### config.mk
export PLATFORM = sky130hd
export DESIGN_NAME = lacp_front
export DESIGN_NICKNAME = d
export VERILOG_FILES = /design/src/sv/lacp_pkg.sv /design/src/sv/lacp_front.sv
export SDC_FILE = /design/constraint.sdc
export NUM_CORES = 1
export LEC_CHECK = 0
export BUFFER_PORTS_ARGS = -buffer_cell sky130_fd_sc_hd__buf_4
export CAP_MARGIN = 20
export CORE_MARGIN = 3
export CORE_UTILIZATION = 51
export DETAILED_ROUTE_END_ITERATION = 16
export PLACE_DENSITY = 0.78
export SLEW_MARGIN = 15
export SYNTH_ARGS = -nofsm -noshare
export SYNTH_HDL_FRONTEND = slang
export SYNTH_SLANG_ARGS = --single-unit
### constraint.sdc
create_clock -name i_clk -period 3.15 [get_ports i_clk]
set_input_delay 0.4725 -clock i_clk [delete_from_list [all_inputs] [get_ports i_clk]]
set_output_delay 0.4725 -clock i_clk [all_outputs]
set_load 0.03 [all_outputs]
### src/sv/lacp_pkg.sv
// Package with the shared types and constants of the cache admission policy block.
package lacp_pkg;

    // Configuration port
    localparam int CFG_IDX_W  = 1;
    localparam int CFG_DATA_W = 16;
    localparam logic [CFG_IDX_W-1:0] REG_CACHE_BLOCKS = 1'd0;
    localparam logic [CFG_IDX_W-1:0] REG_META_BLOCKS  = 1'd1;

    // Register widths and reset values
    localparam int CBLK_W = 7;
    localparam int META_W = 16;
    localparam logic [CBLK_W-1:0] CBLK_RESET = 7'd64;
    localparam logic [META_W-1:0] META_RESET = 16'd256;
    localparam logic [META_W-1:0] LIMIT_RESET = META_W'(META_RESET / 10);

    // Division by ten as a multiply by the reciprocal, exact below 2**18
    localparam int PROD_W = 32;
    localparam logic [PROD_W-1:0] RECIP10 = 32'd52429;
    localparam int RECIP10_SHIFT = 19;
    localparam logic [META_W-1:0] ROUND_UP10 = 16'd9;

    // Stream payload widths
    localparam int IN_ADDR_W   = 32;
    localparam int IN_TDATA_W  = 40;
    localparam int OUT_TDATA_W = 48;
    localparam int OP_W        = 3;
    localparam int SLOT_W      = 6;
    localparam int EV_ADDR_W   = 32;

    // Input queue between the front and the back
    localparam int Q_DEPTH = 2;

    // Serial divider
    localparam int DIV_W  = 16;
    localparam int DIV_CW = $clog2(DIV_W);

    typedef enum logic [OP_W-1:0] {
        OP_HIT     = 3'd0,
        OP_NEW     = 3'd1,
        OP_REPLACE = 3'd2,
        OP_FILTER  = 3'd3,
        OP_FAIL    = 3'd4
    } t_op;

    // What a queue sweep found
    typedef struct packed {
        logic hit;
        logic lru;
        logic free;
    } t_scan_flags;

    // What a queue update sweep does
    typedef struct packed {
        logic touch;
        logic drop;
        logic push;
        logic inc;
    } t_upd_ctl;

endpackage

### src/sv/lacp_front.sv
// Front end: accepts access items, masks the address and queues them for the back end.
module lacp_front #(
    parameter int ADDR_BITS = 32
) (
    input  logic                                i_clk,
    input  logic                                i_rst_n,
    input  logic                                i_in_valid,
    output logic                                o_in_ready,
    input  logic [lacp_pkg::IN_ADDR_W-1:0]      i_in_addr,
    input  logic                                i_in_write,
    output logic                                o_q_valid,
    input  logic                                i_q_pop,
    output logic [ADDR_BITS-1:0]                o_q_addr,
    output logic                                o_q_write
);

    localparam int QIW = (lacp_pkg::Q_DEPTH > 1) ? $clog2(lacp_pkg::Q_DEPTH) : 1;
    localparam int QCW = $clog2(lacp_pkg::Q_DEPTH + 1);

    logic [ADDR_BITS-1:0] r_addr [lacp_pkg::Q_DEPTH];
    logic                 r_write [lacp_pkg::Q_DEPTH];
    logic [QIW-1:0]       r_wp, r_rp;
    logic [QCW-1:0]       r_cnt;
    logic                 push, pop;

    assign o_in_ready = (r_cnt != QCW'(lacp_pkg::Q_DEPTH));
    assign o_q_valid  = (r_cnt != '0);
    assign push       = i_in_valid && o_in_ready;
    assign pop        = i_q_pop && o_q_valid;
    assign o_q_addr   = r_addr[r_rp];
    assign o_q_write  = r_write[r_rp];

    always_ff @(posedge i_clk) begin
        if (!i_rst_n) begin
            r_wp  <= '0;
            r_rp  <= '0;
            r_cnt <= '0;
        end else begin
            if (push) begin
                // The address is cut down to the configured address width here.
                r_addr[r_wp]  <= ADDR_BITS'(i_in_addr);
                r_write[r_wp] <= i_in_write;
                r_wp <= (r_wp == QIW'(lacp_pkg::Q_DEPTH - 1)) ? '0 : r_wp + QIW'(1);
            end
            if (pop) begin
                r_rp <= (r_rp == QIW'(lacp_pkg::Q_DEPTH - 1)) ? '0 : r_rp + QIW'(1);
            end
            if (push && !pop) begin
                r_cnt <= r_cnt + QCW'(1);
            end else if (pop && !push) begin
                r_cnt <= r_cnt - QCW'(1);
            end
        end
    end

endmodule

# == After elaboration in Yosys (flattened, before gate mapping) ==
# Memory sizes are Yosys's and may differ from the RTL's. A register that Yosys moved wholly into a read port is not among the register bits.
# Cells that the tools add are included.
# totals
register_bits,4
mem_bits_rw,66
input_bits,37
output_inout_bits,35
word_cells,29
mem_count,2
# memory_table
name,depth,word_bits,rd,rd_ports_with_merged_regs,wr,line,source
r_addr,2,32,1,1,1,lacp_front.sv:20,logic [ADDR_BITS-1:0] r_addr [lacp_pkg::Q_DEPTH];
r_write,2,1,1,1,1,lacp_front.sv:21,logic r_write [lacp_pkg::Q_DEPTH];
# classes
addsub,4
eq_ne,1
mux,11
n_reduce_logical,8
# ops
cell,n
2-to-1 mux 1 bit,9
logical AND 1 bit,4
2-to-1 mux 2 bit,2
nonzero test 2 bit,2
adder 1 bit (second input constant),2
adder 2 x 1 -> 2 bit (second input constant),1
logical NOT 1 bit,2
!= test 2 bit (second input constant),1
subtractor 2 x 1 -> 2 bit (second input constant),1

# == Depth between registers and ports, before layout ==
# Gate-level depths: netlist (run 1).
# logic_depth
depth_word,6
ltp_mapped,6
depth_no_buf,6

# == Worst setup path after synthesis (run 1) ==
# Ideal clock, no wire load.
# synth_path
kind,register to register
startpoint,reg r_cnt[0]
endpoint,mem r_addr[0][0] (enable)
setup_ps,423
arrival_ps,2211
required_time_ps,2727
setup_slack_ps,516
path_stages_with_launch,5
path_buffers,0
synth_period_minus_slack_ps,2634
cell_sequence,dfxtp_1 -> nor2b_1 -> inv_1 -> nand3_1 -> nor2_1
# synth_between
elab_chain_len,5
# synth_lines
item,line,source
"start, declared",lacp_front.sv:23,logic [QCW-1:0] r_cnt;
"start signal, assigned",lacp_front.sv:49,r_cnt <= r_cnt + QCW'(1);
"start signal, assigned",lacp_front.sv:51,r_cnt <= r_cnt - QCW'(1);
!= test 2 bit,lacp_front.sv:26,assign o_in_ready = (r_cnt != QCW'(lacp_pkg::Q_DEPTH));
via o_in_ready,lacp_front.sv:8,"output logic o_in_ready,"
logical AND 1 bit,lacp_front.sv:28,assign push = i_in_valid && o_in_ready;
2-to-1 mux 1 bit,lacp_front.sv:39,if (push) begin
2-to-1 mux 1 bit,lacp_front.sv:34,if (!i_rst_n) begin
2-to-1 mux 1 bit (not written as such),lacp_front.sv:41,r_addr[r_wp] <= ADDR_BITS'(i_in_addr);
"end, declared",lacp_front.sv:20,
# The timed path passes the listed nets, and every way through them passes these cells.

==> results of run 1 <==
cells in the mapped netlist, drive strengths merged:
library cell,number
nor2b,1
o21ai,3
ha,1
edfxtp,66
nand3,1
and2,3
dfxtp,5
a21boi,2
xnor2,2
inv,2
nor2,2
or2,1
xor2,1
and3,1
mux2,33
or3,2
buf,4
sequential cells by signal (all words and copies together) (netlist names), named ones only:
name / count
r_write: 2
r_cnt: 2
r_addr: 64
r_wp: 1
r_rp: 1
area by class of cell:
cell class,instances,area share
Clock buffer,12,0.03976
Clock inverter,3,0.003314
Inverter,2,0.002209
Multi-Input combinational cell,53,0.1502
Sequential cell,71,0.6127
Tap cell,67,0.02467
Timing Repair Buffer,74,0.1672
worst max path at each step:
stage / to / start / slack, ns / cells past startpoint
2_1_floorplan: r_addr[0][0] / r_cnt[0] / 0.52 / 4
3_3_place_gp: o_q_addr[10] / register / 1.09 / 3
3_5_place_dp: o_q_addr[10] / register / 1.03 / 3
4_1_cts: o_q_addr[10] / register / 0.65 / 3
5_1_grt: o_q_addr[10] / register / 0.58 / 3
6_report: o_q_addr[7] / register / 0.70 / 3
per-stage QoR:
| stage | setup slack, ns | instances | total power, mW | cell area [um^2] |
|---|---|---|---|---|
| floorplan | 0.5165 | 130 | 1.753 | 2613 |
| global placement | 1.092 | 267 | 2.028 | 3252 |
| detailed placement | 1.027 | 267 | 2.062 | 3252 |
| CTS | 0.6487 | 282 | 2.626 | 3398 |
| global route | 0.5773 | 282 | 2.712 | 3398 |
| finish | 0.6959 | 282 | 2.602 | 3398 |
routing by layer:
| layer | wire length, um | vias up |
|---|---|---|
| li1 | - | 664 |
| met1 | 1973 | 689 |
| met2 | 2713 | 49 |
| met3 | 182 | 9 |
| met4 | 93 | 0 |
| met5 | 0 | - |
cells by family after synthesis:
group                      after synthesis  synth area share
DFF                                     71            0.7969
muxes                                   33            0.1422
and+or+nand+nor                         11           0.02395
buffers and inverters                    6           0.01054
AOI/OAI and AO/OA                        5           0.01149
xor gates and xnor gates                 3           0.01006
adders and majority gates                1          0.004789
power breakdown:
part / leakage [nW] / total, mW / internal (mW) / switching (mW)
Clock: 0.0730 / 0.570 / 0.274 / 0.295
Sequential: 0.646 / 1.19 / 1.13 / 0.0633
Combinational: 0.544 / 0.841 / 0.374 / 0.467
==> flow_metrics.py, run 1 <==
metrics = {
    "worst_setup_path": {
        "r2r-end": "r_addr[0][12]",
        "worst-setup-path-type": "reg2out",
        "cpMostUsedCell": "buf_4",
        "reg2reg_setup_slack_ns": 1.23,
        "critPathBufInv": 2,
        "worstPathCellList": "buf_4 > mux2_2 > buf_4",
        "cp_top_family": "flip-flops",
        "reg2reg_depth": 4,
        "worstSetupStartpointType": "register",
        "crit_fanout": 17,
        "crit_required_ns": 2.68,
        "end_kind": "primary output",
        "r2r-start": "r_cnt[0]",
        "cp.arrival_ns": 1.98,
        "cp_slowest_cell": "dfxtp_1",
        "slowest_delay_ns": 0.79,
    },
    "global_routing": {
        "use_met1": 0.1865,
        "grt_use_total": 0.1751,
        "met2_usage": 0.3109,
        "grt_antenna_before_repair": 0,
        "grt-ovfl-total": 0,
        "grt_pass1_wl_um": 7610,
        "grt.met3_usage": 0.05336,
        "grt_max_degree": 34,
        "grt_pass1_vias": 1507,
        "top_usage_layer": "met2",
    },
    "min_path": {
        "hp-class": "in2reg",
        "min_path_cells": 1,
        "hold_path_end": "r_addr[1][22]",
        "hp-start": "i_in_addr[22]",
    },
    "floorplan": {
        "coreArea_mm2": 0.004848,
        "die_area_mm2": 0.006017,
        "fp.dieW_um": 77.57,
        "rows": 25,
        "die_y_um": 77.57,
        "io_pins": 72,
        "initial_utilization": 0.5388,
    },
    "cts": {
        "cts_buffer_depth": 2,
        "clock-sinks": 71,
        "root_buffer": "clkbuf_8",
        "htreeDepth": 3,
        "tritoncts.num_buffers": 9,
        "postCtsResizedCells": 0,
        "cts_tree": "done",
        "holdBufCountCts": 0,
        "clk_pin_slew_worst_paths_ns": 0.07,
        "postCtsSetupRepairBufs": 0,
        "clk_latency_ns": 0.33,
    },
    "timing": {
        "fin_crit_sh": 0.7791,
        "finalClockSkew_ns": 0.01220,
        "drv_slew": 0,
        "whs_ns": 0.3185,
        "max_slew_margin": 0.3675,
        "timing.fmax_mhz": 407.5,
        "timing.setup.tns_ns": 0,
        "grt_setup_unrepaired": "false",
        "setup-violations-final": 0,
        "worstMarginPinSlew_ns": 0.9466,
        "min_period_ns": 2.454,
        "final_hold_viol_count": 0,
    },
    "cells_and_area": {
        "layout_commonest_cell": "buf_4",
        "ff_latch_area_mm2": 0.002082,
        "nets": 249,
        "multi_input_area_um2": 510.5,
        "layout-drive-gt1-share": 0.5488,
        "nFillCells": 325,
        "n_antenna_cell": 0,
        "finish.utilization": 0.7009,
        "layout_common_cells": "buf_4 (73), edfxtp_1 (66), mux2_2 (33)",
        "area_growth_pct": 30.08,
    },
    "synthesis": {
        "ys_top_cells_by_area": "edfxtp_1 (76%), mux2_2 (14%), dfxtp_1 (3.8%)",
        "yosysWarnings": 0,
        "synth_cell_type_count": 18,
        "seq_area_frac_synth": 0.7969,
        "syn_inst": 130,
        "synth.largest_area_cell": "edfxtp_1",
        "syn_avg_cell_area_um2": 20.10,
        "syn_nets": 168,
        "synth-seq-cells": 71,
        "synth_area_mm2": 0.002613,
        "synth.top_cell.area_share": 0.7586,
    },
    "route": {
        "drt-pass1-iter-count": 4,
        "drt-initial-drc-count": 45,
        "drt-total-wl_um": 4963,
        "ant_nets": 0,
        "drc": 0,
        "vias": 1411,
        "wl_per_cell_um": 17.60,
        "drt-vias-per-instance": 5.004,
    },
    "place": {
        "io_buffers": 71,
        "place_congestion": 0.6914,
        "dpl.hpwl_um": 3479,
    },
    "pwr": {
        "powerDensity_mw_per_mm2": 765.8,
        "irDropWorstVdd_mv": 0.4743,
        "leakagePower_nw": 1.263,
    },
    "run": {
        "max_cap_viol_count": 0,
    },
    "outcome": {
        "status": "finished clean",
    },
}
Power figures use the tool's default switching activity.
==> run 2: changes to the inputs <==
- CORE_UTILIZATION: 51 -> 46
- PLACE_DENSITY: 0.78 -> 0.74
- clock period: 3.15 -> 2.13 ns (I/O delays scaled with it)
==> run 2 against run 1 <==
Net effect: setup slack worse by 0.38 ns; cell count up 2.1%; worst hold slack worse by 0.15 ns; non-clock buffer count up 3; sequential power up 45%; global-route usage down 2.2 points; clock skew down 0.0065 ns; utilization down 4.2 points; register-to-register slack worse by 0.74 ns; critical endpoint is now o_q_addr[31]; largest power group unchanged.
==> flow_metrics.py, run 2 (synthesis results as in run 1) <==
metrics = {
    "outcome": {
        "status": "finished clean",
    },
    "route": {
        "vias": 1405,
        "drc": 0,
        "drt-initial-drc-count": 67,
        "wl_per_cell_um": 16.52,
        "ant_nets": 0,
        "drt-pass1-iter-count": 4,
        "drt-total-wl_um": 4757,
        "drt-vias-per-instance": 4.878,
    },
    "global_routing": {
        "grt_pass1_wl_um": 7010,
        "grt_pass1_vias": 1488,
        "grt_use_total": 0.1535,
        "grt-ovfl-total": 0,
        "grt_antenna_before_repair": 0,
        "grt_max_degree": 21,
    },
    "floorplan": {
        "initial_utilization": 0.4927,
        "coreArea_mm2": 0.005303,
        "rows": 26,
        "die_y_um": 81.36,
        "fp.dieW_um": 81.36,
        "die_area_mm2": 0.006619,
        "io_pins": 72,
    },
    "cells_and_area": {
        "reg_top3": "r_addr: 64 flops, r_cnt: 2 flops, r_write: 2 flops",
        "nFillCells": 385,
        "layout_commonest_cell": "buf_4",
        "design_area_mm2": 0.003492,
        "n_antenna_cell": 0,
        "largest_reg_flops": 64,
        "layout_common_cells": "buf_4 (77), edfxtp_1 (66), mux2_2 (33)",
        "largest-register": "r_addr",
        "area_growth_pct": 33.67,
        "nets": 252,
        "stdcell_count": 288,
        "layout-drive-gt1-share": 0.5734,
    },
    "cts": {
        "htreeDepth": 3,
        "clock-sinks": 71,
        "clk_pin_slew_worst_paths_ns": 0.07,
        "root_buffer": "clkbuf_8",
        "holdBufCountCts": 0,
        "tritoncts.num_buffers": 9,
        "cts_buffer_depth": 2,
        "postCtsResizedCells": 0,
        "postCtsSetupRepairBufs": 0,
        "cts_tree": "done",
        "clk_latency_ns": 0.33,
    },
    "worst_setup_path": {
        "slowest_delay_ns": 0.38,
        "worstPathCellList": "buf_4 > mux2_2 > buf_4",
        "crit_fanout": 20,
        "cp_slowest_cell": "mux2_2",
        "r2r-start": "r_cnt[1]",
        "worstSetupStartpointType": "register",
        "end_kind": "primary output",
        "worst-setup-path-type": "reg2out",
        "r2r-end": "r_cnt[1]",
        "cp_top_family": "buffers and inverters",
        "crit_required_ns": 1.81,
        "reg2reg_setup_slack_ns": 0.49,
        "critPathBufInv": 2,
        "reg2reg_depth": 5,
        "cp.arrival_ns": 1.49,
        "cpMostUsedCell": "buf_4",
    },
    "timing": {
        "timing.fmax_mhz": 551.7,
        "worst_slack_ns": 0.3175,
        "max_slew_margin": 0.8201,
        "timing.setup.tns_ns": 0,
        "min_period_ns": 1.813,
        "drv_slew": 0,
        "grt_setup_unrepaired": "false",
        "worstMarginPinSlew_ns": 0.2698,
        "setup-violations-final": 0,
        "fin_crit_sh": 0.8509,
        "finalClockSkew_ns": 0.005680,
        "final_hold_viol_count": 0,
    },
    "place": {
        "pre_cts_slack_ns": 0.5038,
        "dpl.hpwl_um": 3254,
        "place_congestion": 0.7217,
        "dpl-instance-area_mm2": 0.003266,
        "place_inst": 273,
        "io_buffers": 71,
    },
    "pwr": {
        "irDropWorstVdd_mv": 0.7787,
        "power_mw": 4.220,
        "leakagePower_nw": 1.317,
        "powerDensity_mw_per_mm2": 1208,
    },
    "run": {
        "max_cap_viol_count": 0,
    },
    "min_path": {
        "hp-start": "i_in_addr[13]",
        "hp-class": "in2reg",
        "min_path_cells": 1,
        "hold_path_end": "r_addr[0][13]",
    },
}
==> run 2: changes by cell type in the layout (fill, tap and decap cells not counted), sizes merged <==
cell,delta
buf,+3
bufinv,+3
clkinv,-2
clkbuf,-1
==> run 2: worst max-delay path by stage <==
stage,start,endpoint,slack [ns],cells after the start
4_1_cts,register,o_q_addr[24],0.28,3
6_report,register,o_q_addr[31],0.32,3
3_3_place_gp,r_cnt[1],r_cnt[1],0.64,5
3_5_place_dp,r_cnt[1],r_cnt[1],0.50,5
2_1_floorplan,r_cnt[0],r_addr[0][0],0.03,4
5_1_grt,register,o_q_addr[15],0.23,3
==> run 2: metal layers <==
metal	share of wire	up-vias	routed length [um]	track usage
li1	-	667	-	-
met1	0.38	694	1796	0.1582
met2	0.55	40	2639	0.2704
met3	0.054	4	258	0.05543
met4	0.013	0	63	0.08108
met5	0	-	0	0
==> run 2: layout make-up <==
cell class | count | area [um^2] | area share
clock buffers | 11 | 131.4 | 0.03762
clock inverters | 4 | 95.09 | 0.02723
inverters | 2 | 7.507 | 0.002150
multi-input cells | 53 | 510.5 | 0.1462
flip-flops and latches | 71 | 2082 | 0.5962
well taps | 70 | 87.58 | 0.02508
repair buffers | 77 | 578.1 | 0.1655
==> run 2: report_power, final <==
group	internal [mW]	switching [mW]
clock	0.770	0.437
sequential	1.67	0.0504
combinational	0.558	0.737
==> run 2: metrics by stage <==
step             util  hold WS (ns)
2_1_floorplan       -        0.4184
3_3_place_gp   0.6159        0.4839
3_5_place_dp   0.6159        0.5073
4_1_cts        0.6586        0.1418
5_1_grt        0.6586        0.1377
6_report       0.6586        0.1668
==> run 3: changes to the inputs <==
- CAP_MARGIN: 20 -> default
- CELL_PAD_IN_SITES_DETAIL_PLACEMENT: default -> 1
- CELL_PAD_IN_SITES_GLOBAL_PLACEMENT: default -> 1
- CORE_UTILIZATION: 46 -> 39
- PLACE_DENSITY: 0.74 -> default
- PLACE_DENSITY_LB_ADDON: default -> 0.1
==> run 3 against run 2 <==
Net effect: sequential power up 2%; first-iteration DRC count rose by 16%; global-route usage fell by 1.4 points; routed wire length rose by 4.0%; non-clock buffer count decreased by 3; via count rose by 0.50%; clock-buffer cell count did not move; sequential cell count is the same; largest cell class unchanged; largest power group unchanged; highest routed layer unchanged.
==> flow_metrics.py, run 3 (synthesis results as in run 1) <==
metrics = {
    "cts": {
        "htreeDepth": 3,
        "clock-sinks": 71,
        "cts_buffer_depth": 2,
        "root_buffer": "clkbuf_8",
        "clk_latency_ns": 0.33,
        "cts_tree": "done",
        "postCtsSetupRepairBufs": 0,
        "holdBufCountCts": 0,
        "postCtsResizedCells": 0,
        "clk_pin_slew_worst_paths_ns": 0.07,
        "tritoncts.num_buffers": 9,
    },
    "global_routing": {
        "grt-ovfl-total": 0,
        "grt_antenna_before_repair": 0,
        "grt_use_total": 0.1399,
        "grt_pass1_wl_um": 7755,
        "grt_max_degree": 34,
        "grt_pass1_vias": 1524,
    },
    "min_path": {
        "hp-class": "in2reg",
        "hp-start": "i_in_addr[1]",
    },
    "floorplan": {
        "fp.dieW_um": 87.85,
        "die_y_um": 87.85,
        "coreArea_mm2": 0.006422,
        "initial_utilization": 0.4068,
        "die_area_mm2": 0.007717,
        "rows": 29,
        "io_pins": 72,
    },
    "cells_and_area": {
        "reg_top3": "r_addr: 64 flops, r_cnt: 2 flops, r_write: 2 flops",
        "finish.utilization": 0.5330,
        "area_growth_pct": 31.03,
        "layout-drive-gt1-share": 0.5694,
        "layout_commonest_cell": "buf_4",
        "largest-register": "r_addr",
        "largest_reg_flops": 64,
        "nets": 249,
        "layout_common_cells": "buf_4 (73), edfxtp_1 (66), mux2_2 (33)",
        "n_antenna_cell": 0,
    },
    "pwr": {
        "p_sw_frac": 0.3189,
        "seqPwrFrac": 0.453,
        "powerDensity_mw_per_mm2": 1133,
        "p_sw_mw": 1.237,
        "clock_power_share": 0.221,
        "intPower_mw": 2.642,
        "leakagePower_nw": 1.269,
        "irDropWorstVdd_mv": 0.5749,
        "comb_power_share": 0.326,
    },
    "route": {
        "vias": 1412,
        "drt-total-wl_um": 4946,
        "drt-initial-drc-count": 78,
        "drt-vias-per-instance": 4.819,
        "wl_per_cell_um": 16.88,
        "ant_nets": 0,
        "drt-pass1-iter-count": 4,
        "drc": 0,
    },
    "timing": {
        "whs_ns": 0.1709,
        "finalClockSkew_ns": 0.006960,
        "worst_slack_ns": 0.1863,
        "fin_crit_sh": 0.9125,
        "setup-violations-final": 0,
        "timing.fmax_mhz": 514.5,
        "max_slew_margin": 0.6875,
        "timing.setup.tns_ns": 0,
        "drv_slew": 0,
        "worstMarginPinSlew_ns": 0.4687,
        "final_hold_viol_count": 0,
        "min_period_ns": 1.944,
        "grt_setup_unrepaired": "false",
    },
    "worst_setup_path": {
        "worstSetupStartpointType": "register",
        "cp.arrival_ns": 1.62,
        "crit_fanout": 20,
        "worst-setup-path-type": "reg2out",
        "r2r-start": "r_cnt[1]",
        "end_kind": "primary output",
        "crit_required_ns": 1.81,
    },
    "place": {
        "io_buffers": 71,
        "pre_cts_slack_ns": 0.3770,
        "dpl.hpwl_um": 3416,
        "place_congestion": 0.6688,
    },
    "outcome": {
        "status": "finished clean",
    },
    "run": {
        "max_cap_viol_count": 0,
    },
}
==> run 3: cell types whose count changed in the layout (fill, tap and decap cells not counted) <==
| cell | before | now |
|---|---|---|
| and3_1 | 1 | 0 |
| and3_2 | 0 | 1 |
| buf_12 | 0 | 1 |
| buf_4 | 77 | 73 |
| bufinv_16 | 3 | 0 |
| clkinv_1 | 0 | 2 |
| clkinv_2 | 1 | 2 |
| clkinvlp_4 | 0 | 1 |
| dfxtp_1 | 5 | 4 |
| dfxtp_2 | 0 | 1 |
==> run 3: critical path, cell delays in order, from the launching register on <==
cell	delay, ns
dfxtp_2	0.55
buf_12	0.22
mux2_2	0.36
buf_4	0.17
==> run 3: per-stage QoR <==
step | power, mW | instance area [um^2] | cells
finish | 3.880 | 3423 | 293
global route | 4.087 | 3423 | 293
CTS | 3.950 | 3423 | 293
detailed placement | 3.075 | 3267 | 277
global placement | 3.023 | 3267 | 277
floorplan | 2.593 | 2615 | 130
==> run 3: final timing paths <==
kind                                endpoint  slack (ns)  depth (start not counted)
worst max-delay path               o_q_write        0.19                          3
worst min-delay path            r_addr[1][1]        0.17                          1
worst max register to register      r_cnt[1]        0.38                          5
worst min register to register          r_wp        0.54                          2
==> run 3: per-layer routing <==
metal	vias to the layer above	track usage	wire length, um
li1	664	-	-
met1	695	0.1645	1949
met2	47	0.2288	2626
met3	6	0.04421	304
met4	0	0.07531	65
met5	-	0	0
==> run 3: area by class of cell <==
class / count / area, um^2
Clock inverter: 5 / 25.02
Inverter: 2 / 7.507
Fill cell: 613 / 2999
Timing Repair Buffer: 74 / 568.0
Clock buffer: 11 / 131.4
Sequential cell: 71 / 2083
Tap cell: 77 / 96.34
Multi-Input combinational cell: 53 / 511.7
==> run 3: power by group through the flow <==
| stage | sequential (mW) | clock, mW | combinational, mW |
|---|---|---|---|
| after CTS | 1.76 | 0.900 | 1.29 |
| after floorplan | 1.73 | 0 | 0.861 |
| after global placement | 1.78 | 0 | 1.25 |
| after detailed placement | 1.79 | 0 | 1.28 |
| final | 1.76 | 0.857 | 1.27 |
| after global routing | 1.78 | 0.965 | 1.35 |
